File: config.mk
export PLATFORM = sky130hd
export DESIGN_NAME = bht_lane
export DESIGN_NICKNAME = d
export VERILOG_FILES = /design/src/design/bht_pkg.sv /design/src/design/bht_lane.sv
export SDC_FILE = /design/constraint.sdc
export NUM_CORES = 2
export LEC_CHECK = 0
export BUFFER_PORTS_ARGS = -buffer_cell sky130_fd_sc_hd__clkbuf_2
export CORE_MARGIN = 10
export CORE_UTILIZATION = 60
export CTS_CLUSTER_DIAMETER = 120
export CTS_CLUSTER_SIZE = 16
export DETAILED_ROUTE_END_ITERATION = 10
export PLACE_DENSITY = 0.81
export SYNTH_ARGS = -nofsm -noshare
export SYNTH_HDL_FRONTEND = slang
export SYNTH_SLANG_ARGS = --single-unit
export TNS_END_PERCENT = 50
File: constraint.sdc
create_clock -name clk_i -period 9.35 [get_ports clk_i]
set_input_delay 1.87 -clock clk_i [delete_from_list [all_inputs] [get_ports clk_i]]
set_output_delay 1.87 -clock clk_i [all_outputs]
set_load 0.1 [all_outputs]
File: src/design/bht_pkg.sv
package bht_pkg;

  localparam int MAX_BONES_DEF = 256;
  localparam int FRAC_BITS_DEF = 16;

  localparam int ELEM_W    = 32;
  localparam int ACC_W     = 66;  // sum of four 64-bit products plus two carry bits
  localparam int NUM_LANES = 4;
  localparam int BONE_W    = 8;
  localparam int PAR_W     = 9;
  localparam int ROW_W     = 2;
  localparam int OQ_DEPTH  = 4;

  typedef logic signed [ELEM_W-1:0] elem_t;
  typedef logic signed [ACC_W-1:0]  acc_t;
  typedef logic [NUM_LANES-1:0][ELEM_W-1:0] row_vec_t;

  localparam acc_t SAT_HI = {{(ACC_W-ELEM_W){1'b0}}, 32'h7fff_ffff};
  localparam acc_t SAT_LO = {{(ACC_W-ELEM_W){1'b1}}, 32'h8000_0000};

  typedef struct packed {
    logic              mul_en;
    logic              acc_en;
    logic              first;
  } lane_ctl_t;

  typedef struct packed {
    logic [ROW_W-1:0]  beat;
    logic [BONE_W-1:0] bone;
    logic [ROW_W-1:0]  row;
    logic              fwd;
    logic              wr;
  } beat_t;

  typedef struct packed {
    logic [BONE_W-1:0] bone;
    logic [ROW_W-1:0]  row;
    row_vec_t          elems;
    logic              fwd;
    logic              sat;
  } res_t;

endpackage

File: src/design/bht_lane.sv
module bht_lane (
  input  logic                clk_i,
  input  bht_pkg::lane_ctl_t  ctl_i,
  input  bht_pkg::elem_t      a_i,
  input  bht_pkg::elem_t      b_i,
  output bht_pkg::acc_t       acc_o
);

  logic signed [2*bht_pkg::ELEM_W-1:0] prod_q;
  bht_pkg::acc_t                       prod_ext;
  bht_pkg::acc_t                       acc_q;

  assign prod_ext = {{(bht_pkg::ACC_W-2*bht_pkg::ELEM_W){prod_q[2*bht_pkg::ELEM_W-1]}},
                     prod_q};

  always_ff @(posedge clk_i) begin
    if (ctl_i.mul_en) begin
      prod_q <= a_i * b_i;
    end
    if (ctl_i.acc_en) begin
      acc_q <= ctl_i.first ? prod_ext : acc_q + prod_ext;
    end
  end

  assign acc_o = acc_q;

endmodule

==> results <==
- The flow ran to the end, and the final reports show no timing, DRC or antenna violations.
- In the routed design, unresolved DRC markers number 0.
- In this run, post-CTS hold repair placed 0 buffers.
- The post-route fraction of the period consumed by the critical path is 97.33%.
- The clock skew is 0.01135 ns.
- The post-CTS repair timing setup buffer count is 0.
- Summing the sequential cell areas from Yosys gives 8.763% of the chip area.
- The net total in the final layout is 6255.
- In this run the core area contains 99 standard-cell rows.
- The CTS tree is yes.
- TritonCTS created 17 clock buffers.
- Across all layers, the routed design uses 32.77k vias.
- Routability-driven placement finished with a final weighted congestion of between 0.9 and 1.
- The critical path is of the input pin to flip-flop type.
- Clock tree synthesis selected as its root buffer the cell sky130_fd_sc_hd__clkbuf_16.
- The worst path in the final design needs a cycle of 9.101 ns, including I/O delays and setup.
- After synthesis the netlist holds a flip-flop and latch count of 130.
- The number of antenna violations at the first check in global routing is 7.
- On the worst path, the slowest cell contributes a delay of between 0.6 and 0.7 ns.
- The max-slew headroom at the worst pin is a little over a third.
- Dividing the detail-routed via count by the number of cells gives 5.620.
- The first global-routing pass estimated 186900 um of wire.
- The die is 292.5 um wide.
- The mean instance size in the synthesized netlist is roughly 9.4 um^2.
- The detail route stage leaves a number of antenna-violating nets equal to 0.
- The slowest stage of the critical path is the sky130_fd_sc_hd__fa_1 cell.
- The number of I/O pins is 134.
- In the final routed layout, each cell accounts on average for 19.32 um.
- The via count of the first global-routing pass is 35.66k.
- The clock tree synthesis step divided the H-tree into 4 levels.
- The final hold violation count was 0.
- The maximum frequency from static timing analysis is 0.1099 GHz.
- The synthesized design devotes to its leading area cell type 48.67% of total area.
- The core region is 73330 um^2.
- For this block, wires on met1 add up to 45430 um.
- After synthesis, the netlist uses 74 different library cells.
- For this run the aggregate overflow at the end of global routing stands at 0.
- For the worst setup path, the data required time is around 9.5 ns.
- The first TritonRoute pass finished after 8 iterations.
- The tool flagged a number of max-cap violations equal to 0.
- Counting every instance in the synthesized netlist gives 4731.
- The clock transition at the registers of the reported paths is 0.06 ns.
- STA classifies the critical path endpoint as a flip-flop.
- Among all flip-flop cells after synthesis, the most frequent one is sky130_fd_sc_hd__edfxtp_1.
- The cell type with the highest aggregate area in the netlist is sky130_fd_sc_hd__fa_1.
- Routed signal wires occupy layers up through met5.
- The iteration-0 DRC count of the detailed router is 2251.
- The die extent in y is between 200 and 300 um.
- The number of cells in the finished layout apart from fillers is 5832.
- After legalization and detailed placement, the total HPWL measured 98310 um.
- The slew at the pin closest to its max-slew limit is approximately 0.96 ns.
- The routed design uses 56000 um of met2 wire.
- The number of synthesized flops with an enable pin is 130.
- In the global route stage, overall resource usage came out at a little over a quarter.
- The number of placed instances, taps included is 5795.
- The largest net degree at the start of global routing is 91.
- The quantity of I/O buffers inserted on ports is 133.
- The area growth from synthesis to layout is 7.867%.
- The number of pins exceeding their max-slew limit in the final report is 0.
- The maximum fanout encountered on the critical timing path is 21.
- The effective utilization at floorplan is 60.75%.
- The mapped netlist covers ~45000 um^2.
- Counting every net in the synthesized netlist gives 6131.
- Ranked by total cell area, the synthesized netlist is headed by sky130_fd_sc_hd__fa_1 49%, sky130_fd_sc_hd__inv_1 8.8%, sky130_fd_sc_hd__edfxtp_1 8.8%, sky130_fd_sc_hd__and2_1 7.2%, sky130_fd_sc_hd__ha_1 7.0%.
- The post-cts resize count is 0.
- The area of the die is 85540 um^2.
- The fraction of layout cells with a size suffix above 1 is 8.073%.
- Setup violations remaining at the end of the flow were counted as 0.
- The total number of clock tree sinks is 130.
- After detailed routing, the met3 layer carries 7324 um of wire.
- The share of flip-flops with an asynchronous set or reset after synthesis is 0%.
- Yosys printed 0 warnings.
- The data arrival time at the worst-slack endpoint is 9.26 ns.
- STA classifies the critical path startpoint as an input pin.
- After detailed routing, the total wire length is between 100000 and 150000 um.
- Clock latency on the worst-skew pair, taken at its later pin, is 0.43 ns.
- The maximum root-to-sink buffer count is 2.
- Counting stages on the worst path, the most repeated cell is sky130_fd_sc_hd__fa_1.
- The worst hold path belongs to the class flip-flop to flip-flop.
[flip-flops by register name, indices dropped and copies added, names as in the netlist]
signal  flops
acc_o      66
prod_q     64
[stage by stage]
stage | hold slack [ns] | TNS, ns | area [um^2] | setup slack (ns) | util (%)
after floorplan | 0.5281 | 0 | 44550 | 0.05160 | -
after global placement | 0.5410 | -0.1779 | 47390 | -0.09247 | 64.63
after detailed placement | 0.5534 | -0.6327 | 47390 | -0.1870 | 64.63
after CTS | 0.5676 | 0 | 48030 | 0.2488 | 65.50
after global routing | 0.5938 | -0.01980 | 48050 | -0.01980 | 65.53
final | 0.5669 | 0 | 48050 | 0.2492 | 65.53
[worst max-delay path, delay by kind of cell]
kind,cells,cell delay (ns)
fa+ha+maj,9,4.31
xor+xnor,1,0.10
simple gates,7,1.26
buf+inv,8,1.01
compound gates,3,0.67
[Yosys cell counts (2+ instances only)]
cell                        instances
sky130_fd_sc_hd__a211oi_1          17
sky130_fd_sc_hd__nand4_1           24
sky130_fd_sc_hd__or4_1              2
sky130_fd_sc_hd__o211ai_1          14
sky130_fd_sc_hd__nor3b_1            3
sky130_fd_sc_hd__nand3_1           22
sky130_fd_sc_hd__o211a_1            3
sky130_fd_sc_hd__fa_1            1083
sky130_fd_sc_hd__nor3_1            20
sky130_fd_sc_hd__o21ai_1            6
sky130_fd_sc_hd__a41oi_1            2
sky130_fd_sc_hd__nor2_1            91
sky130_fd_sc_hd__o21ai_0          125
sky130_fd_sc_hd__nor4_1             6
sky130_fd_sc_hd__and3_1            16
sky130_fd_sc_hd__ha_1             249
sky130_fd_sc_hd__a31oi_1           17
sky130_fd_sc_hd__and2_1           516
sky130_fd_sc_hd__clkbuf_1         238
sky130_fd_sc_hd__a2111oi_0          7
sky130_fd_sc_hd__a311o_1            2
sky130_fd_sc_hd__inv_1           1045
sky130_fd_sc_hd__a21boi_0           3
sky130_fd_sc_hd__mux2_2             2
sky130_fd_sc_hd__nand2_1          626
sky130_fd_sc_hd__o31ai_1           10
sky130_fd_sc_hd__a21boi_1           2
sky130_fd_sc_hd__o21bai_1          26
sky130_fd_sc_hd__a21oi_1          128
sky130_fd_sc_hd__xnor2_1           79
sky130_fd_sc_hd__or3_1              5
sky130_fd_sc_hd__nor2b_1            7
sky130_fd_sc_hd__xor2_1            49
sky130_fd_sc_hd__o41ai_1            2
sky130_fd_sc_hd__edfxtp_1         130
sky130_fd_sc_hd__a221oi_1           3
sky130_fd_sc_hd__a21o_1            68
sky130_fd_sc_hd__a211o_1            3
sky130_fd_sc_hd__o21a_1            17
sky130_fd_sc_hd__o41ai_2            2
sky130_fd_sc_hd__o31a_1             3
sky130_fd_sc_hd__nand2b_1          26
[area by class of cell]
class	instances	area, um^2
tap	959	1200
fill	5674	25280
timing repair buffer	345	2547
inverter	1045	3923
multi-input combinational	3316	35830
sequential	130	3904
clock inverter	15	214.0
clock buffer	17	425.4
antenna	5	12.51
[routing by layer]
layer / vias up / track usage [%]
met2: 1335 / 46.02
met4: 4 / 8.978
met1: 16800 / 35.69
li1: 14370 / -
met5: - / 0
met3: 267 / 3.359
[final timing paths]
check | start | to | slack, ns | depth (start not counted)
worst max-delay path | b_i[15] | prod_q[54] | 0.25 | 28
worst min-delay path | prod_q[11] | acc_o[11] | 0.57 | 2
worst max register to register | acc_o[1] | acc_o[59] | 5.63 | 11
worst min register to register | prod_q[11] | acc_o[11] | 0.57 | 2
[kinds of logic after synthesis]
kind of cell | after synthesis | synth area share (%)
buffers and inverters | 1285 | 10.83
adder cells (fa/ha/maj) | 1332 | 55.66
flip-flops | 130 | 8.763
multiplexers | 3 | 0.07302
AO/OA/AOI/OAI | 482 | 6.943
XOR/XNOR | 128 | 2.517
AND/OR/NAND/NOR | 1371 | 15.21
[placed cells by master, fill, tap and decap left out, types with 4 or more instances in the layout]
cell type	n
sky130_fd_sc_hd__diode_2	5
sky130_fd_sc_hd__o21a_1	17
sky130_fd_sc_hd__nor2b_1	7
sky130_fd_sc_hd__o21ai_0	125
sky130_fd_sc_hd__a21o_1	68
sky130_fd_sc_hd__nor4_1	6
sky130_fd_sc_hd__or3_1	5
sky130_fd_sc_hd__a211oi_1	17
sky130_fd_sc_hd__buf_12	23
sky130_fd_sc_hd__bufinv_16	5
sky130_fd_sc_hd__and3_1	16
sky130_fd_sc_hd__a31oi_1	17
sky130_fd_sc_hd__clkbuf_16	17
sky130_fd_sc_hd__xor2_1	49
sky130_fd_sc_hd__edfxtp_1	130
sky130_fd_sc_hd__buf_2	4
sky130_fd_sc_hd__nand2_1	626
sky130_fd_sc_hd__clkbuf_2	128
sky130_fd_sc_hd__ha_1	249
sky130_fd_sc_hd__and2_1	516
sky130_fd_sc_hd__o211ai_1	14
sky130_fd_sc_hd__nand2b_1	26
sky130_fd_sc_hd__o21ai_1	6
sky130_fd_sc_hd__nor3_1	20
sky130_fd_sc_hd__xnor2_1	79
sky130_fd_sc_hd__o21bai_1	26
sky130_fd_sc_hd__inv_1	1045
sky130_fd_sc_hd__a21oi_1	128
sky130_fd_sc_hd__nand3_1	22
sky130_fd_sc_hd__a2111oi_0	5
sky130_fd_sc_hd__buf_4	190
sky130_fd_sc_hd__o31ai_1	9
sky130_fd_sc_hd__nand4_1	24
sky130_fd_sc_hd__fa_1	1083
sky130_fd_sc_hd__nor2_1	91
Power is not shown: default switching activity piles up to over one toggle a cycle in this logic, so the estimate is an artifact.
