<file path="src/design/bht_pkg.sv">
package bht_pkg;

  localparam int MAX_BONES_DEF = 256;
  localparam int FRAC_BITS_DEF = 16;

  localparam int ELEM_W    = 32;
  localparam int ACC_W     = 66;  // sum of four 64-bit products plus two carry bits
  localparam int NUM_LANES = 4;
  localparam int BONE_W    = 8;
  localparam int PAR_W     = 9;
  localparam int ROW_W     = 2;
  localparam int OQ_DEPTH  = 4;

  typedef logic signed [ELEM_W-1:0] elem_t;
  typedef logic signed [ACC_W-1:0]  acc_t;
  typedef logic [NUM_LANES-1:0][ELEM_W-1:0] row_vec_t;

  localparam acc_t SAT_HI = {{(ACC_W-ELEM_W){1'b0}}, 32'h7fff_ffff};
  localparam acc_t SAT_LO = {{(ACC_W-ELEM_W){1'b1}}, 32'h8000_0000};

  typedef struct packed {
    logic              mul_en;
    logic              acc_en;
    logic              first;
  } lane_ctl_t;

  typedef struct packed {
    logic [ROW_W-1:0]  beat;
    logic [BONE_W-1:0] bone;
    logic [ROW_W-1:0]  row;
    logic              fwd;
    logic              wr;
  } beat_t;

  typedef struct packed {
    logic [BONE_W-1:0] bone;
    logic [ROW_W-1:0]  row;
    row_vec_t          elems;
    logic              fwd;
    logic              sat;
  } res_t;

endpackage

</file>
<file path="src/design/bht_merge.sv">
module bht_merge #(
  parameter int FRAC_BITS = bht_pkg::FRAC_BITS_DEF
) (
  input  bht_pkg::acc_t    acc_i [bht_pkg::NUM_LANES],
  output bht_pkg::row_vec_t comb_o,
  output logic             sat_o
);

  bht_pkg::acc_t                  sh [bht_pkg::NUM_LANES];
  logic [bht_pkg::NUM_LANES-1:0]  clip;

  always_comb begin
    for (int j = 0; j < bht_pkg::NUM_LANES; j++) begin
      sh[j] = acc_i[j] >>> FRAC_BITS;
      if (sh[j] > bht_pkg::SAT_HI) begin
        comb_o[j] = 32'h7fff_ffff;
        clip[j]   = 1'b1;
      end else if (sh[j] < bht_pkg::SAT_LO) begin
        comb_o[j] = 32'h8000_0000;
        clip[j]   = 1'b1;
      end else begin
        comb_o[j] = sh[j][bht_pkg::ELEM_W-1:0];
        clip[j]   = 1'b0;
      end
    end
  end

  assign sat_o = |clip;

endmodule

</file>
<file path="config.mk">
export PLATFORM = sky130hd
export DESIGN_NAME = bht_merge
export DESIGN_NICKNAME = d
export VERILOG_FILES = /design/src/design/bht_pkg.sv /design/src/design/bht_merge.sv
export SDC_FILE = /design/constraint.sdc
export NUM_CORES = 1
export LEC_CHECK = 0
export BUFFER_PORTS_ARGS = -buffer_cell sky130_fd_sc_hd__buf_2
export CAP_MARGIN = 15
export CORE_AREA = 2 2 151 153
export DETAILED_ROUTE_END_ITERATION = 10
export DIE_AREA = 0 0 153 155
export PLACE_DENSITY = 0.31
export SYNTH_ARGS = -nofsm -noshare
export SYNTH_HDL_FRONTEND = slang
export SYNTH_SLANG_ARGS = --single-unit
</file>
<file path="constraint.sdc">
create_clock -name vclk -period 1.4
set_clock_uncertainty 0.15 [all_clocks]
set_input_delay 0.07 -clock vclk [all_inputs]
set_output_delay 0.07 -clock vclk [all_outputs]
set_load 0.01 [all_outputs]
</file>
==> impl_metrics.py, run 1 <==
metrics = {
    "run_status": {
        "status": "complete, but fails checks",
        "violations": "negative setup slack",
    },
    "synthesis": {
        "synth_area_mm2": 0.00149,
        "syn_nets": 485,
        "yosysSeqAreaShare": 0,
        "ys_warn_count": 0,
        "ys_types": 15,
        "syn_inst": 221,
        "synth_area_per_cell_um2": 6.76,
    },
    "worst_setup_path": {
        "cp_top_family": "simple AND/OR/NAND/NOR gates",
        "end_kind": "output pin",
        "crit_top_cell": "buf_6",
        "start_kind": "input port",
        "worstPathArrival_ns": 1.48,
        "cp.required_ns": 1.18,
        "crit_buf_inv": 2,
        "cp_max_fo": 2,
        "slowest_stage": "or4_4",
        "slowest_delay_ns": 0.48,
        "crit_type": "input port to output pin",
        "crit_chain": "buf_6, nand4_1, or3_4, a2bb2oi_4, or4_4, buf_6",
    },
    "finish": {
        "syn_to_final_growth_pct": 230,
        "final_util": 0.222,
        "register_area_um2": 0,
        "layout-drive-gt1-share": 0.725,
        "num-nets-final": 856,
        "numSequentialCells": 0,
        "final_cells": 875,
        "n_clock_buffer": 0,
        "nFillCells": 2470,
        "antenna_cells": 0,
    },
    "sta": {
        "fin_crit_sh": 1.22,
        "fin_ws_ns": -0.303,
        "finalHoldViolCount": 0,
        "slew_violations": 0,
        "max_freq_mhz": 587,
        "timing.hold.ws_ns": 0.229,
        "rsz0062_at_grt": "yes",
        "slew_headroom": 0.749,
        "setup_violations": 125,
        "worstMarginPinSlew_ns": 0.377,
        "post-route-min-period_ns": 1.70,
    },
    "floorplanning": {
        "num_rows": 55,
        "dieArea_mm2": 0.0237,
        "core_area_mm2": 0.0222,
        "io_pins": 393,
        "die_h_um": 155,
        "start_util": 0.0672,
        "dieWidth_um": 153,
    },
    "global_routing": {
        "grt_antenna_before_repair": 1,
        "grt.total_usage": 0.0777,
        "grt_first_pass_wirelength_mm": 15.7,
        "grt_max_degree": 32,
        "grt_pass1_vias": 3116,
        "grt_overflow": 0,
    },
    "routing": {
        "drtAntennaViolNets": 0,
        "drcViolationCount": 0,
        "vias_per_cell": 3.78,
        "first_pass_iters": 4,
        "drt_first_iter_violations": 133,
        "wl_per_cell_um": 12.9,
        "wl_mm": 11.3,
        "vias": 3311,
    },
    "power_and_ir_drop": {
        "vdd_drop_max_v": 0.0000853,
        "finalPower_mw": 1.42,
        "power_density_mw_per_mm2": 289,
        "p_leak_nw": 2.72,
    },
    "placed_design": {
        "hpwlAfterDp_mm": 8.63,
        "dp_cells": 851,
        "finalWeightedCongestion": 0.689,
        "numPortBuffers": 329,
    },
    "clock_tree": {
        "cts_hold_buf": 0,
    },
    "run": {
        "maxCapViolCount": 0,
    },
    "hold_path": {
        "worst_hold_path_type": "input port to output pin",
    },
}
[synth_stat cells (all sizes together)]
library cell  instances  area, µm²
clkbuf               16       60.1
or3                   4       25.0
nand4                16        100
and3                  4       25.0
a2bb2oi               4       35.0
or4                   1       7.51
a31oi                 4       25.0
o21ai                 4       20.0
and3b                 4       35.0
nor4                 16        100
a21o                124        931
nand3                 4       20.0
buf                  12       60.1
and4                  4       35.0
nor2                  4       15.0
[per-stage QoR]
stage	setup WS, ns	TNS, ns	instance area [µm²]
5_1_grt	-0.389	-39.95	4930
3_3_place_gp	-0.433	-44.38	3830
3_5_place_dp	-0.447	-43.78	3830
4_1_cts	-0.315	-31.24	4600
6_report	-0.303	-30.16	4930
2_1_floorplan	-0.0104	-0.0104	1500
[worst paths after layout]
kind / from / to / slack (ns) / cells after the start
setup / recovery: acc_i[56] / sat_o / -0.30 / 6
hold / removal: acc_i[131] / comb_o[95] / 0.23 / 2
[area by class of cell]
| type | count | area, µm² | area share |
|---|---|---|---|
| repair buffers | 397 | 2900 | 0.588 |
| multi-input cells | 193 | 1670 | 0.340 |
| well taps | 285 | 357 | 0.0724 |
[timing repair]
action	4_1_cts	5_1_grt
buffers inserted	5	2
endpoints found under the setup margin	125	125
pin swaps	70	70
gates resized for setup	112	34
cloned	10	9
[metal layers]
metal  up-vias  share of wire  global-route usage
met1      1518           0.38              0.0867
met5         -         0.0012                   0
met3         8          0.061             0.00836
met2       156           0.55               0.162
li1       1627              -                   -
met4         2         0.0069             0.00661
[cell families (layout without fill, tap and decap cells)]
family | Yosys count | after routing | synth area share
AND/OR/NAND/NOR | 57 | 57 | 0.243
buffers and inverters | 28 | 397 | 0.0804
AO/OA/AOI/OAI | 136 | 136 | 0.677
[where the power goes]
group | switching [mW] | internal, mW
registers | 0 | 0
clock network | 0 | 0
logic | 0.601 | 0.822
total | 0.601 | 0.822
[cells in the final DEF, fill, tap and decap left out, drive strengths merged]
cell type	synthesis	routed
nor4	16	16
and3	4	4
a21o	124	124
buf	12	391
nand4	16	16
nor2	4	4
or3	4	4
clkbuf	16	6
nand3	4	4
o21ai	4	4
a2bb2oi	4	4
or4	1	1
and3b	4	4
and4	4	4
a31oi	4	4
Note: power is estimated with default switching activity, not from simulation.
==> run 2, diff against run 1 <==
Settings changed: CELL_PAD_IN_SITES_DETAIL_PLACEMENT set to 0, CELL_PAD_IN_SITES_GLOBAL_PLACEMENT set to 1, CORE_AREA 2 2 151 153 to 2 2 154 156, DIE_AREA 0 0 153 155 to 0 0 156 158, PLACE_DENSITY 0.31 to 0.53.
==> run 2 against run 1 <==
Effect of this change: the flow still finishes with violations (negative setup slack); non-clock buffer count down 14; worst setup slack worse by 0.053 ns; critical path depth up 1; first-iteration DRC count down 26%; die area up 3.9%; critical endpoint unchanged; highest routed layer unchanged.
==> impl_metrics.py, run 2 (synthesized netlist as in run 1, its figures left out) <==
metrics = {
    "placed_design": {
        "numPortBuffers": 329,
        "hpwlAfterDp_mm": 9.40,
        "dp_cells": 856,
        "finalWeightedCongestion": 0.719,
    },
    "floorplanning": {
        "die_h_um": 158,
        "num_rows": 56,
        "dieWidth_um": 156,
        "core_area_mm2": 0.0231,
        "start_util": 0.0648,
        "io_pins": 393,
        "dieArea_mm2": 0.0246,
    },
    "finish": {
        "mostFrequentLayoutCells": "buf_2, a21o_1, buf_6",
        "syn_to_final_growth_pct": 202,
        "num-nets-final": 842,
        "n_clock_buffer": 0,
        "final_util": 0.195,
        "numSequentialCells": 0,
        "layout-drive-gt1-share": 0.715,
        "final_cells": 866,
        "register_area_um2": 0,
        "nFillCells": 2619,
        "final_common_cell": "buf_2",
        "antenna_cells": 0,
    },
    "worst_setup_path": {
        "slowest_stage": "or4_4",
        "cp_top_family": "simple AND/OR/NAND/NOR gates",
        "cp_max_fo": 2,
        "end_kind": "output pin",
        "slowest_delay_ns": 0.51,
        "worstSetupPathDepth": 7,
        "cp.required_ns": 1.18,
        "crit_top_cell": "buf_6",
        "crit_chain": "buf_8, buf_6, nand4_1, or3_4, a2bb2oi_4, or4_4, buf_6",
        "crit_type": "input port to output pin",
        "start_kind": "input port",
        "worstPathArrival_ns": 1.54,
        "crit_buf_inv": 3,
    },
    "routing": {
        "drtAntennaViolNets": 0,
        "drt_first_iter_violations": 99,
        "vias": 3210,
        "wl_per_cell_um": 13.3,
        "vias_per_cell": 3.71,
        "drcViolationCount": 0,
        "first_pass_iters": 4,
        "wl_mm": 11.5,
    },
    "power_and_ir_drop": {
        "p_leak_nw": 2.55,
        "vdd_drop_max_v": 0.0000877,
        "finalPower_mw": 1.30,
        "power_density_mw_per_mm2": 289,
    },
    "clock_tree": {
        "cts_hold_buf": 0,
    },
    "sta": {
        "max_freq_mhz": 570,
        "fin_crit_sh": 1.25,
        "worstMarginPinSlew_ns": 0.352,
        "timing.hold.ws_ns": 0.266,
        "fin_ws_ns": -0.355,
        "setup_violations": 125,
        "finalHoldViolCount": 0,
        "rsz0062_at_grt": "yes",
        "tns_ns": -30.87,
        "slew_headroom": 0.764,
        "slew_violations": 0,
        "post-route-min-period_ns": 1.76,
    },
    "global_routing": {
        "grt_max_degree": 32,
        "grt_first_pass_wirelength_mm": 15.6,
        "grt.total_usage": 0.0791,
        "grt_pass1_vias": 2968,
        "grt_antenna_before_repair": 1,
        "grt_overflow": 0,
    },
    "run": {
        "maxCapViolCount": 0,
    },
    "run_status": {
        "status": "complete, but fails checks",
        "violations": "negative setup slack",
    },
    "hold_path": {
        "worst_hold_path_type": "input port to output pin",
        "min_from": "acc_i[161]",
        "whs_path_depth": 3,
        "whs_endpoint": "comb_o[45]",
    },
}
[run 2: what timing repair did]
action / in CTS / in global routing
setup endpoints to repair: 125 / 125
hold endpoints to repair: 0 / 0
resized for setup: 81 / 26
buffers inserted: 7 / 0
cloned: 6 / 1
pin swaps: 38 / 35
[run 2: how the worst max path moves through the flow]
stage	end	slack, ns	startpoint
3_3_place_gp	sat_o	-0.46	acc_i[256]
6_report	sat_o	-0.36	acc_i[256]
4_1_cts	sat_o	-0.36	acc_i[256]
2_1_floorplan	sat_o	-0.01	acc_i[247]
5_1_grt	sat_o	-0.42	acc_i[256]
3_5_place_dp	sat_o	-0.46	acc_i[256]
[run 2: area by class of cell]
cell class | instances | area, µm² | share of cell area
multi-input cells | 193 | 1610 | 0.357
repair buffers | 383 | 2530 | 0.562
well taps | 290 | 363 | 0.0806
[run 2: stage by stage]
stage               cell area, µm²  setup WS, ns
floorplan                     1500       -0.0104
global placement              3830        -0.457
detailed placement            3830        -0.461
CTS                           4440        -0.362
global route                  4500        -0.417
finish                        4500        -0.355
[run 2: worst min-delay path, cell delays in order]
cell and delay (ns):
buf_2 0.07, a21o_1 0.09, buf_2 0.11
[run 2: report_power, final]
group	switching [mW]	total (mW)	internal, mW
sequential	0	0	0
combinational	0.577	1.30	0.725
clock	0	0	0
[run 2: metal layers]
metal	routed length [µm]	share of wire	GRT usage	up-vias
met3	841	0.073	0.00931	2
met1	4380	0.38	0.0900	1456
met4	0	0	0	2
li1	-	-	-	1589
met2	6260	0.54	0.165	161
met5	18	0.0016	0	-
==> run 3, diff against run 2 <==
Settings changed: ABC_AREA set to 1, CORE_AREA 2 2 154 156 to 2 2 152 154, DIE_AREA 0 0 156 158 to 0 0 154 156, PLACE_DENSITY 0.53 to 0.6.
==> run 3 against run 2 <==
Effect of this change: the run still ends with negative setup slack left; first-iteration DRC count grew 90%; area after synthesis is 17% higher; wire length is 13% higher; final cell count rose by 23%; hold slack lost 0.047 ns; worst setup slack better by 0.33 ns; maximum frequency up 23%; critical endpoint is now comb_o[124]; largest cell class unchanged.
==> impl_metrics.py, run 3 <==
metrics = {
    "run_status": {
        "status": "complete, but fails checks",
        "violations": "negative setup slack",
    },
    "global_routing": {
        "met2_usage": 0.157,
        "grt.total_usage": 0.0779,
        "grt_overflow": 0,
        "grt_pass1_vias": 3151,
        "grt_max_degree": 32,
        "gr-max-usage-layer": "met2",
        "use_met3": 0.00972,
        "grt_antenna_before_repair": 0,
        "grt_use_met1": 0.0916,
        "grt_first_pass_wirelength_mm": 15.7,
    },
    "worst_setup_path": {
        "crit_type": "input port to output pin",
        "cp.required_ns": 1.18,
        "cp_max_fo": 7,
        "cp-startpoint": "acc_i[53]",
        "worstPathArrival_ns": 1.20,
        "start_kind": "input port",
        "end_kind": "output pin",
    },
    "finish": {
        "fin_area_mm2": 0.00551,
        "num-nets-final": 1042,
        "mostFrequentLayoutCells": "buf_2, nand2_1, buf_6",
        "antenna_cells": 0,
        "numSequentialCells": 0,
        "final_util": 0.246,
        "final_common_cell": "buf_2",
        "syn_to_final_growth_pct": 216,
        "layout-drive-gt1-share": 0.698,
        "n_clock_buffer": 0,
        "register_area_um2": 0,
    },
    "power_and_ir_drop": {
        "finalPower_mw": 1.69,
        "power_density_mw_per_mm2": 308,
        "vdd_drop_max_v": 0.0000922,
        "p_leak_nw": 2.94,
    },
    "synthesis": {
        "syn_inst": 417,
        "ys_warn_count": 0,
        "syn_nets": 681,
        "synthTopCellsByArea": "nand2_1, nor2_1, buf_4",
        "yosysSeqAreaShare": 0,
        "yosys.area.top_type": "nand2_1",
        "yosysMostFrequentCell": "nand2_1",
        "synth_area_mm2": 0.00175,
        "yosysTopAreaCellShare": 0.656,
        "synth_area_per_cell_um2": 4.19,
        "netlist_top_cells_count": "nand2_1, nor2_1, buf_4, nand3_1, buf_6",
        "ys_types": 16,
    },
    "sta": {
        "finalHoldViolCount": 0,
        "post-route-min-period_ns": 1.42,
        "rsz0062_at_grt": "yes",
        "fin_crit_sh": 1.02,
        "slew_headroom": 0.809,
        "worstMarginPinSlew_ns": 0.285,
        "max_freq_mhz": 703,
        "setup_violations": 8,
        "slew_violations": 0,
        "fin_ws_ns": -0.0221,
    },
    "floorplanning": {
        "num_rows": 55,
        "start_util": 0.0780,
        "io_pins": 393,
        "dieWidth_um": 154,
        "die_h_um": 156,
        "core_area_mm2": 0.0224,
        "dieArea_mm2": 0.0240,
    },
    "run": {
        "maxCapViolCount": 0,
    },
    "routing": {
        "vias": 3836,
        "drcViolationCount": 0,
        "vias_per_cell": 3.62,
        "wl_per_cell_um": 12.2,
        "first_pass_iters": 4,
        "wl_mm": 13.0,
        "drt_first_iter_violations": 188,
        "drtAntennaViolNets": 0,
    },
    "placed_design": {
        "hpwlAfterDp_mm": 9.54,
        "placed_area_mm2": 0.00381,
        "finalWeightedCongestion": 0.807,
        "numPortBuffers": 329,
    },
    "hold_path": {
        "whs_path_depth": 2,
        "min_from": "acc_i[197]",
        "whs_endpoint": "comb_o[63]",
        "worst_hold_path_type": "input port to output pin",
    },
    "clock_tree": {
        "cts_hold_buf": 0,
    },
}
run 3: changes by cell type after synthesis, sizes merged, moves of 5 or more:
cell    delta
clkbuf    -12
buf       +12
nor4      -16
nand2    +305
nand4     -16
inv        +5
a21o     -124
nand3      +6
nor2      +54
run 3: timing repair:
| action | in CTS | in global routing |
|---|---|---|
| resized for setup | 8 | 308 |
| endpoints found under the setup margin | 75 | 119 |
| pin swaps | 4 | 62 |
| setup buffers | 1 | 17 |
| cloned | 0 | 12 |
run 3: per-layer routing:
layer	vias to the layer above	wire length, µm
li1	1965	-
met5	-	0
met1	1686	4920
met4	0	144
met2	171	7090
met3	14	813
run 3: worst max-delay path, stage by stage:
cell,delay [ns]
buf_6,0.08
nand2_4,0.05
nor2_4,0.11
nand3_2,0.10
o21ai_4,0.25
buf_6,0.16
clkbuf_16,0.16
nand2_2,0.05
nand2_1,0.05
buf_2,0.13
run 3: layout make-up:
cell class                      instances  area (µm²)
Fill cell                            2461       16900
Inverter                                5        18.8
Multi-Input combinational cell        384        2130
Tap cell                              285         357
Timing Repair Buffer                  387        3000
run 3: worst max path at each step:
stage,to,slack (ns),depth (start not counted)
2_1_floorplan,comb_o[10],0.35,7
3_3_place_gp,sat_o,-0.12,10
3_5_place_dp,comb_o[49],-0.09,9
4_1_cts,sat_o,-0.05,10
5_1_grt,comb_o[49],-0.11,9
6_report,comb_o[124],-0.02,10
run 3: through the flow:
stage | worst slack (ns) | hold WS (ns) | std cells | setup TNS (ns)
after floorplan | 0.348 | 0.0915 | 417 | 0
after global placement | -0.124 | 0.220 | 1032 | -4.09
after detailed placement | -0.0928 | 0.220 | 1032 | -3.01
after CTS | -0.0492 | 0.221 | 1033 | -0.120
after global routing | -0.113 | 0.224 | 1061 | -5.25
final | -0.0221 | 0.220 | 1061 | -0.0760
run 3: power by group:
group          internal [mW]  switching [mW]  leakage [nW]  total, mW
sequential                 0               0             0          0
combinational          0.910           0.785          2.94       1.69
clock                      0               0             0          0
run 3: kinds of logic (layout without fill, tap and decap cells):
family                 Yosys count  count (layout)  share of synthesized area
AND/OR/NAND/NOR                380             380                      0.834
buffers and inverters           33             392                      0.135
AO/OA/AOI/OAI                    4               4                     0.0301
