## config.mk

```make
export PLATFORM = sky130hd
export DESIGN_NAME = bht_outq
export DESIGN_NICKNAME = d
export VERILOG_FILES = /design/src/design/bht_pkg.sv /design/src/design/bht_outq.sv
export SDC_FILE = /design/constraint.sdc
export NUM_CORES = 1
export LEC_CHECK = 0
export BUFFER_PORTS_ARGS = -buffer_cell sky130_fd_sc_hd__buf_2
export CAP_MARGIN = 20
export CORE_MARGIN = 8
export CORE_UTILIZATION = 55
export CTS_CLUSTER_SIZE = 25
export DETAILED_ROUTE_END_ITERATION = 8
export PLACE_DENSITY = 0.79
export SYNTH_ARGS = -nofsm -noshare
export SYNTH_HDL_FRONTEND = slang
export SYNTH_SLANG_ARGS = --single-unit
export TNS_END_PERCENT = 10
```

## constraint.sdc

```tcl
create_clock -name clk_i -period 7.3 [get_ports clk_i]
set_input_delay 0.365 -clock clk_i [delete_from_list [all_inputs] [get_ports clk_i]]
set_output_delay 0.365 -clock clk_i [all_outputs]
set_load 0.02 [all_outputs]
```

## src/design/bht_pkg.sv

```systemverilog
package bht_pkg;

  localparam int MAX_BONES_DEF = 256;
  localparam int FRAC_BITS_DEF = 16;

  localparam int ELEM_W    = 32;
  localparam int ACC_W     = 66;  // sum of four 64-bit products plus two carry bits
  localparam int NUM_LANES = 4;
  localparam int BONE_W    = 8;
  localparam int PAR_W     = 9;
  localparam int ROW_W     = 2;
  localparam int OQ_DEPTH  = 4;

  typedef logic signed [ELEM_W-1:0] elem_t;
  typedef logic signed [ACC_W-1:0]  acc_t;
  typedef logic [NUM_LANES-1:0][ELEM_W-1:0] row_vec_t;

  localparam acc_t SAT_HI = {{(ACC_W-ELEM_W){1'b0}}, 32'h7fff_ffff};
  localparam acc_t SAT_LO = {{(ACC_W-ELEM_W){1'b1}}, 32'h8000_0000};

  typedef struct packed {
    logic              mul_en;
    logic              acc_en;
    logic              first;
  } lane_ctl_t;

  typedef struct packed {
    logic [ROW_W-1:0]  beat;
    logic [BONE_W-1:0] bone;
    logic [ROW_W-1:0]  row;
    logic              fwd;
    logic              wr;
  } beat_t;

  typedef struct packed {
    logic [BONE_W-1:0] bone;
    logic [ROW_W-1:0]  row;
    row_vec_t          elems;
    logic              fwd;
    logic              sat;
  } res_t;

endpackage

```

## src/design/bht_outq.sv

```systemverilog
module bht_outq (
  input  logic           clk_i,
  input  logic           rst_ni,
  input  logic           push_i,
  input  bht_pkg::res_t  data_i,
  output logic           valid_o,
  input  logic           ready_i,
  output bht_pkg::res_t  data_o
);

  localparam int PW = $clog2(bht_pkg::OQ_DEPTH);
  localparam int CW = $clog2(bht_pkg::OQ_DEPTH + 1);

  bht_pkg::res_t  store_q [bht_pkg::OQ_DEPTH];
  logic [PW-1:0]  head_q, tail_q;
  logic [CW-1:0]  cnt_q;
  logic           pop;

  assign valid_o = (cnt_q != '0);
  assign pop     = valid_o && ready_i;
  assign data_o  = store_q[head_q];

  always_ff @(posedge clk_i or negedge rst_ni) begin
    if (!rst_ni) begin
      head_q <= '0;
      tail_q <= '0;
      cnt_q  <= '0;
    end else begin
      if (push_i) begin
        tail_q <= tail_q + 1'b1;
      end
      if (pop) begin
        head_q <= head_q + 1'b1;
      end
      cnt_q <= cnt_q + CW'(push_i) - CW'(pop);
    end
  end

  always_ff @(posedge clk_i) begin
    if (push_i) begin
      store_q[tail_q] <= data_i;
    end
  end

endmodule

```

==> results of run 1 <==
-- synthesized netlist by cell type, drive strengths merged --
cell,number,area share [%]
and2,4,0.12
o311ai,1,0.043
inv,6,0.11
nand2,1,0.018
edfxtp,560,82
fa,1,0.097
xor2,2,0.085
ha,6,0.36
o21ai,1,0.024
dfrtp,7,0.85
or3,1,0.030
mux4,140,15
o31a,1,0.043
clkbuf,5,0.091
buf,27,0.96
xnor2,3,0.13
-- power groups by stage --
stage | combinational, uW | sequential (uW) | clock, uW
floorplan | 2280 | 4490 | 0
global route | 3370 | 4550 | 3010
finish | 3160 | 4490 | 2830
detailed placement | 3150 | 4560 | 0
CTS | 3230 | 4500 | 2900
global placement | 3140 | 4520 | 0
-- flip-flops by register name (all words and copies together) (netlist names) --
register,cells
cnt_q,3
head_q,2
store_q,560
tail_q,2
-- worst paths after layout --
path                             endpoint  slack (ns)
setup reg to reg           store_q[1][31]        4.73
hold / removal                  tail_q[0]        0.09
hold reg to reg                 tail_q[0]        0.54
min in group asynchronous       head_q[1]        0.19
max in group asynchronous       head_q[0]        6.93
setup / recovery              data_o[138]        3.96
-- cell families (layout without fill, tap and decap cells) --
group	after synthesis	count (layout)	synth area share [%]
DFF	567	567	82.56
muxes	140	140	15.32
buffers and inverters	38	542	1.161
adders and majority gates	7	7	0.4621
and+or+nand+nor	6	6	0.1702
xor gates and xnor gates	5	5	0.2128
AOI/OAI and AO/OA	3	3	0.1094
other	0	2	0
-- final cells by class --
type                       instances  area share [%]
sequential                       567           66.09
multi-input combinational        161           13.06
timing repair buffer             438           11.39
clock buffer                      65           5.497
tap                              474           2.306
clock inverter                    33           1.552
inverter                           6         0.08756
antenna                            2         0.01946
-- stage by stage --
| step | utilization, % | instances | worst slack (ns) | hold WS [ns] |
|---|---|---|---|---|
| final | 69.10 | 1746 | 3.965 | 0.08639 |
| after detailed placement | 60.43 | 1505 | 4.435 | 0.2138 |
| after floorplan | - | 766 | 2.957 | 0.06941 |
| after CTS | 69.09 | 1744 | 3.785 | 0.05056 |
| after global placement | 60.43 | 1505 | 4.443 | 0.2095 |
| after global routing | 69.09 | 1744 | 3.689 | 0.07010 |
-- per-layer routing --
| layer | vias to the layer above | track usage, % | routed length (um) |
|---|---|---|---|
| met5 | - | 0 | 13 |
| met4 | 2 | 5.687 | 1061 |
| met3 | 78 | 5.310 | 3089 |
| met2 | 377 | 30.57 | 20740 |
| met1 | 4990 | 24.56 | 16410 |
| li1 | 4243 | - | - |
-- worst reg2reg max path, cell delays in order (launching register included) --
cell and delay (ns):
dfrtp_1 0.39, inv_1 0.10, ha_1 0.15, and2_4 0.65, buf_4 0.81
==> impl_results.md, run 1 <==
- Slowest cell on crit path: buf_4
- DRC viols: 0
- Initial Util: 55.29%
- Tcrit/Tclk final: 45.69%
- Post-DP HPWL: 23,750 um
- Hold bufs inserted after CTS: 141
- Synthesized net count: 917
- Worst-skew pair later-pin latency: 0.58 ns
- CTS resizes: 0
- WS Path Type: register to output port
- Tot Pwr: 10,490 uW
- Total GRT Usage: 18.75%
- Yosys Warn Count: 0
- Synth cell types: 17
- Setup TNS Final: 0 ns
- IO Port Bufs: 284
- Slew @ Worst Pin: 0.9446 ns
- Post-Syn Area: 20,580 um^2
- Sequential share of power: 42.8%
- Status: completed
- Leakage: 0.008882 uW
- Critical path arrival: 2.97 ns
- CTS Buf Count: 54
- Skew final: 0.01168 ns
- DR pass1 iterations: 5
- Hold WC Path Type: input pin to register
- Sequential cell area: 17,000 um^2
- Fmax: 0.2998 GHz
- CP peak stage delay: 0.80 ns
- Cell type group with the largest total delay on the critical path: buffers and inverters
- Hold Vio Cnt, Final: 0
- Final #Nets: 1,379
- Row count: 71
- # IOs: 285
- Area of the multi-input gates: 3359 um^2
- Slew Limit Headroom: 37.03%
- Largest net degree at the start of global routing: 62
- Bufs on Longest Clock Path: 3
- Die Height: 209.4 um
- Fin area: 25,720 um^2
- Kind of end point of the critical path: output port
- Post-CTS Setup Bufs: 0
- Share of cells above drive strength 1: 41.02%
- Final slew viol count: 0
- Cell count along the critical path: 3
- Maxcap violations: 0
- Pint: 7239 uW
- Sw Ratio: 30.98%
- Pwr Density: 407.7 nW/um^2
- Crit-path max FO: 45
- Global-route wire length before repair: 62,840 um
- CP cell instances: buf_4 -> mux4_2 -> buf_2
- Leading cell type in the layout, fill and taps excluded: edfxtp_1
- GPL Wtd Cong: 0.7266
- Switching Power: 3249 uW
- Seq/Total Area, Yosys: 82.56%
- CTS clk-pin slew, worst paths: 0.06 ns
- CP startpoint: head_q[0]
- H-tree depth: 2
- Reg2reg start: tail_q[1]
- DR vias/cell: 5.550
- Global route overflow: 0
- Mapped Cells: 766
- IR drop worst, VDD: 338.7 uV
- Core area: 37,220 um^2
- Area Overhead vs Synth: 24.99%
- Clock network fraction of total power: 27.0%
- Routed wire per std cell: 23.66 um
- CTS tree: yes
- Via count: 9,690
- Comb pwr share: 30.1%
- Final Critical Period: 3.335 ns
- CTS root buf: clkbuf_16
- Start point of the worst hold path: push_i
- Bufs and invs on worst path: 2
- Worst setup SP type: register
- Post-Route WL: 41,320 um
- Syn_area_per_cell: 26.87 um^2
- Synth Register Bits: 567
- Die area: 43,860 um^2
- Most frequent cells in the layout: 560 x edfxtp_1, 284 x buf_2, 141 x dlygate4sd3_1, 140 x mux4_2, 55 x clkbuf_16
- Placed Area: 22,490 um^2
- CTS Sinks: 567
- # setup viols final: 0
- WHS Path Cells: 2
- Initial DRC Count: 633
- Antenna violations before repair: 3
- Vias in the first global route: 10.52k
- Die width: 209.4 um
- Worst Path Required: 6.93 ns
- Layout fillers: 2,156
- Post-route antenna net violation count: 0
- FF-to-FF path depth: 4
- Unrepaired setup endpoints after global routing: no
No activity file was read; power rests on OpenSTA's default activity.
==> run 2: changes to the inputs <==
ABC_AREA = 1   (was not set)
CORE_UTILIZATION = 52   (was 55)
PLACE_DENSITY = 0.78   (was 0.79)
clock period = 3 ns   (was 7.3 ns; I/O delays follow)
==> impl_results.md, run 2 <==
- Status: completed
- Top_reg_cell synth: edfxtp_1
- CTS Buf Count: 55
- Global-route wire length before repair: 79,390 um
- DR vias/cell: 5.184
- Area leader, netlist: edfxtp_1
- Global route overflow: 0
- Biggest register: store_q
- Final slew viol count: 0
- Cell count along the critical path: 6
- CP startpoint: head_q[0]
- Fin area: 27,510 um^2
- Worst r2r dst: cnt_q[2]
- Hold WC Path Type: input pin to register
- # setup viols final: 0
- GPL Wtd Cong: 0.7338
- Diode count: 0
- Main area contributors after synthesis: edfxtp_1 75%, nand2_1 7.3%, nor2_1 4.7%
- Final Critical Period: 2.721 ns
- Synth top cells by count: 560 x edfxtp_1, 436 x nand2_1, 281 x nor2_1
- CTS tree: yes
- Fmax: 0.3675 GHz
- CTS root buf: clkbuf_16
- Most common cell in the synthesized netlist: edfxtp_1
- Leakage: 0.01099 uW
- Top Registers: store_q (560), cnt_q (3)
- Layout fillers: 2,960
- Via count: 14.68k
- CP cell instances: buf_4 -> nor2_1 -> nor2_1 -> o21ai_0 -> nand2_1 -> buf_2
- Initial DRC Count: 1,261
- Worst path most repeated cell: nor2_1
- Post-DP HPWL: 27,750 um
- Slew Limit Headroom: 40.69%
- IR drop worst, VDD: 815.4 uV
- Post-Syn Area: 22,440 um^2
- Crit-path max FO: 60
- CP endpoint: data_o[112]
- Critical path arrival: 2.57 ns
- DR pass1 iterations: 5
- CTS resizes: 0
- EDFF count, synth: 560
- CP peak stage delay: 0.90 ns
- Vias in the first global route: 14.99k
- Yosys Warn Count: 0
- Fraction of registers with async set/reset: 1.235%
- Final #Nets: 2,393
- IO Port Bufs: 284
- Maxcap violations: 0
- Mapped Cells: 1,826
- Setup TNS Final: 0 ns
- Area Overhead vs Synth: 22.59%
- CTS clk-pin slew, worst paths: 0.06 ns
- Post-route antenna net violation count: 0
- Synth top area share: 74.94%
- Slowest cell on crit path: dfrtp_4
- Hold Vio Cnt, Final: 0
- Leading cell type in the layout, fill and taps excluded: edfxtp_1
- CTS Sinks: 567
- Reg2reg setup slack: 0.90 ns
- Antenna violations before repair: 0
- Die width: 223.7 um
- H-tree depth: 2
- # IOs: 285
- Routed wire per std cell: 17.98 um
- Row count: 76
- Synth cell types: 19
- Worst-skew pair later-pin latency: 0.59 ns
- Largest net degree at the start of global routing: 124
- Total GRT Usage: 19.91%
- Die Height: 223.7 um
- Worst Path Required: 2.85 ns
- Cell type group with the largest total delay on the critical path: flip-flops
- Placed Area: 24,330 um^2
- Post-Route WL: 50,930 um
- Max reg flops: 560
- Initial Util: 52.44%
- Cell count after placement: 2,587
- Bufs on Longest Clock Path: 3
- Worst setup SP type: register
- Slew @ Worst Pin: 0.8897 ns
- Pwr Density: 1006 nW/um^2
- FF-to-FF path depth: 11
- WS Path Type: register to output port
- Post-Layout Cell Count: 2,832
- Share of cells above drive strength 1: 17.28%
- Core area: 42,790 um^2
- Tcrit/Tclk final: 90.70%
- Most frequent cells in the layout: 560 x edfxtp_1, 432 x nand2_1, 284 x buf_2, 281 x nor2_1, 167 x o21ai_0
- Seq/Total Area, Yosys: 75.72%
- Die area: 50,060 um^2
- DRC viols: 0
- Synthesized net count: 1,977
- Kind of end point of the critical path: output port
- Syn_area_per_cell: 12.29 um^2
- Unrepaired setup endpoints after global routing: no
- Synth Register Bits: 567
- Bufs and invs on worst path: 2
- Skew final: 0.008745 ns
- Reg2reg start: cnt_q[1]
-- run 2: worst reg2reg max path: stages (launching register included) --
cell and delay (ns):
dfrtp_1 0.40, nor2_1 0.11, nand2_1 0.12, nand2_1 0.12
inv_1 0.05, ha_1 0.27, inv_1 0.04, ha_1 0.19
fa_1 0.44, xor2_1 0.16, nand2_1 0.06, nand2_1 0.05
-- run 2: area by class of cell --
| cell class | count | area [um^2] | share of cell area, % |
|---|---|---|---|
| tap | 546 | 683.2 | 2.483 |
| clock inverter | 26 | 246.5 | 0.8960 |
| multi-input combinational | 1010 | 4247 | 15.44 |
| inverter | 155 | 606.8 | 2.206 |
| sequential | 567 | 17000 | 61.78 |
| timing repair buffer | 453 | 3238 | 11.77 |
| clock buffer | 75 | 1494 | 5.430 |
-- run 2: how the worst min path moves through the flow --
stage | startpoint | endpoint | slack (ns) | depth (start not counted)
global route | data_i[106] | store_q[2][106] | 0.29 | 2
finish | data_i[6] | store_q[0][6] | 0.31 | 2
detailed placement | rst_ni | cnt_q[1] | -0.007 | 1
global placement | rst_ni | head_q[1] | -0.01 | 1
floorplan | rst_ni | cnt_q[0] | -0.15 | 0
CTS | data_i[68] | store_q[0][68] | 0.27 | 2
-- run 2: layer usage --
layer	share of wire, %	vias up	GRT usage [%]
met2	53	540	36.53
li1	-	6987	-
met5	0	-	0
met3	6.3	88	4.120
met4	2.4	0	6.754
met1	38	7065	23.00
-- run 2: power by group --
part | internal, uW | switching (uW) | leakage, uW
Clock | 3900 | 2800 | 0.000845
Combinational | 2960 | 7180 | 0.00492
Sequential | 10400 | 485 | 0.00523
Total | 17200 | 10500 | 0.0110
-- run 2: kinds of logic (layout without fill, tap and decap cells) --
kind of cell               Yosys count  in the layout  share of synthesized area, %
and+or+nand+nor                    719            719                         12.04
xor gates and xnor gates             3              3                        0.1171
AOI/OAI and AO/OA                  281            281                         6.267
adders and majority gates            7              7                        0.4237
DFF                                567            567                         75.72
buffers and inverters              249            709                         5.436
-- run 2: stage by stage --
stage          total power [uW]  hold slack (ns)  utilization, %  setup WS [ns]
3_3_place_gp              20680         -0.01039           56.85         0.9527
2_1_floorplan             17800          -0.1456               -        -0.1497
3_5_place_dp              20960        -0.006548           56.85         0.9194
6_report                  27690           0.3103           64.29         0.2790
4_1_cts                   27820           0.2692           64.29         0.2732
5_1_grt                   29200           0.2863           64.29         0.1308
-- run 2: what timing repair did --
action | CTS | global route
endpoints found under the hold margin | 572 | 0
hold buffers | 144 | 0
buffers inserted | 0 | 0
==> run 3: changes to the inputs <==
PLACE_DENSITY = 0.87   (was 0.78)
==> impl_results.md, run 3 (synthesized netlist as in run 2, its figures left out) <==
- Fin area: 27,490 um^2
- Kind of end point of the critical path: output port
- Post-DP HPWL: 28,860 um
- Die area: 50,060 um^2
- Global route overflow: 0
- Crit-path max FO: 117
- Die width: 223.7 um
- Largest net degree at the start of global routing: 119
- Unrepaired setup endpoints after global routing: no
- Leading cell type in the layout, fill and taps excluded: edfxtp_1
- Routed wire per std cell: 18.82 um
- H-tree depth: 2
- Max reg flops: 560
- DR vias/cell: 5.355
- Die Height: 223.7 um
- Post-route antenna net violation count: 0
- GPL Wtd Cong: 0.7532
- Post-Route WL: 53,230 um
- Tcrit/Tclk final: 88.16%
- CTS clk-pin slew, worst paths: 0.06 ns
- Hold Vio Cnt, Final: 0
- IO Port Bufs: 284
- Layout fillers: 2,826
- Hold bufs inserted after CTS: 144
- Hold WC Path Type: input pin to register
- Worst Path Required: 2.85 ns
- Critical path arrival: 2.49 ns
- Top Registers: store_q (560), cnt_q (3)
- DR pass1 iterations: 6
- DRC viols: 0
- WS Path Type: register to output port
- Fmax: 0.3781 GHz
- Maxcap violations: 0
- Placed Area: 24,370 um^2
- Final slew viol count: 0
- Slew Limit Headroom: 57.83%
- CTS resizes: 0
- Row count: 76
- Initial DRC Count: 1,360
- Pwr Density: 1008 nW/um^2
- Final #Nets: 2,399
- Via count: 15.14k
- CTS root buf: clkbuf_16
- Area of the multi-input gates: 4247 um^2
- Area Overhead vs Synth: 22.50%
- Post-CTS Setup Bufs: 0
- Sequential cell area: 17,000 um^2
- Slew @ Worst Pin: 0.6312 ns
- Leakage: 0.01099 uW
- Bufs on Longest Clock Path: 3
- CTS Buf Count: 56
- Final Critical Period: 2.645 ns
- Vias in the first global route: 15.61k
- Share of cells above drive strength 1: 17.54%
- Global-route wire length before repair: 82,660 um
- Most frequent cells in the layout: 560 x edfxtp_1, 432 x nand2_1, 284 x buf_2, 281 x nor2_1, 167 x o21ai_0
- CTS Sinks: 567
- Worst setup SP type: register
- Antenna violations before repair: 4
- Hold slack: 0.3006 ns
- Biggest register: store_q
- Status: completed
- Core area: 42,790 um^2
- IR drop worst, VDD: 734.0 uV
- Skew final: 0.01825 ns
- Total GRT Usage: 20.75%
- # IOs: 285
- CTS tree: yes
- Worst-skew pair later-pin latency: 0.59 ns
- # setup viols final: 0
- Initial Util: 52.44%
run 3: final timing paths:
check                      slack (ns)            end  cells after the start       from
hold reg to reg                  0.54       cnt_q[2]                      2   cnt_q[1]
min in group asynchronous        0.55      head_q[0]                      3     rst_ni
setup / recovery                 0.36    data_o[104]                      6  head_q[0]
setup reg to reg                 0.81       cnt_q[2]                     11   cnt_q[1]
hold / removal                   0.30  store_q[1][9]                      2  data_i[9]
max in group asynchronous        2.17      head_q[0]                      3     rst_ni
run 3: per-layer routing:
layer	wire, um	track usage [%]	share of wire [%]
met1	19820	23.80	37
met2	27410	37.14	51
met3	4228	4.355	7.9
met4	1739	9.303	3.3
met5	29	0	0.054
run 3: power by group:
group          leakage (uW)  switching [uW]  internal, uW
clock network      0.000821            2790          3760
registers           0.00523             462         10400
logic               0.00494            7370          2970
total                0.0110           10600         17100
run 3: layout make-up:
cell class / instances / area share (%)
sequential: 567 / 61.82
clock inverter: 25 / 0.8056
inverter: 155 / 2.207
timing repair buffer: 458 / 11.92
multi-input combinational: 1010 / 15.45
antenna: 2 / 0.01821
tap: 546 / 2.485
clock buffer: 65 / 5.298
run 3: stage by stage:
step                setup WS [ns]  TNS (ns)  power [uW]  util [%]  cells
finish                     0.3553         0       27710     64.24   2828
global placement           0.9460         0       20550     56.94   2592
detailed placement         0.9131         0       20910     56.94   2592
CTS                        0.3452         0       27600     64.23   2826
global route               0.2067         0       29120     64.24   2827
floorplan                 -0.1497    -80.03       17800         -   1826
run 3: critical path, stage by stage (launching register included):
cell and delay (ns):
dfrtp_4 0.73, buf_12 0.43, nor2_1 0.13, nor2_1 0.14
o21ai_0 0.13, nand2_1 0.12, buf_2 0.17
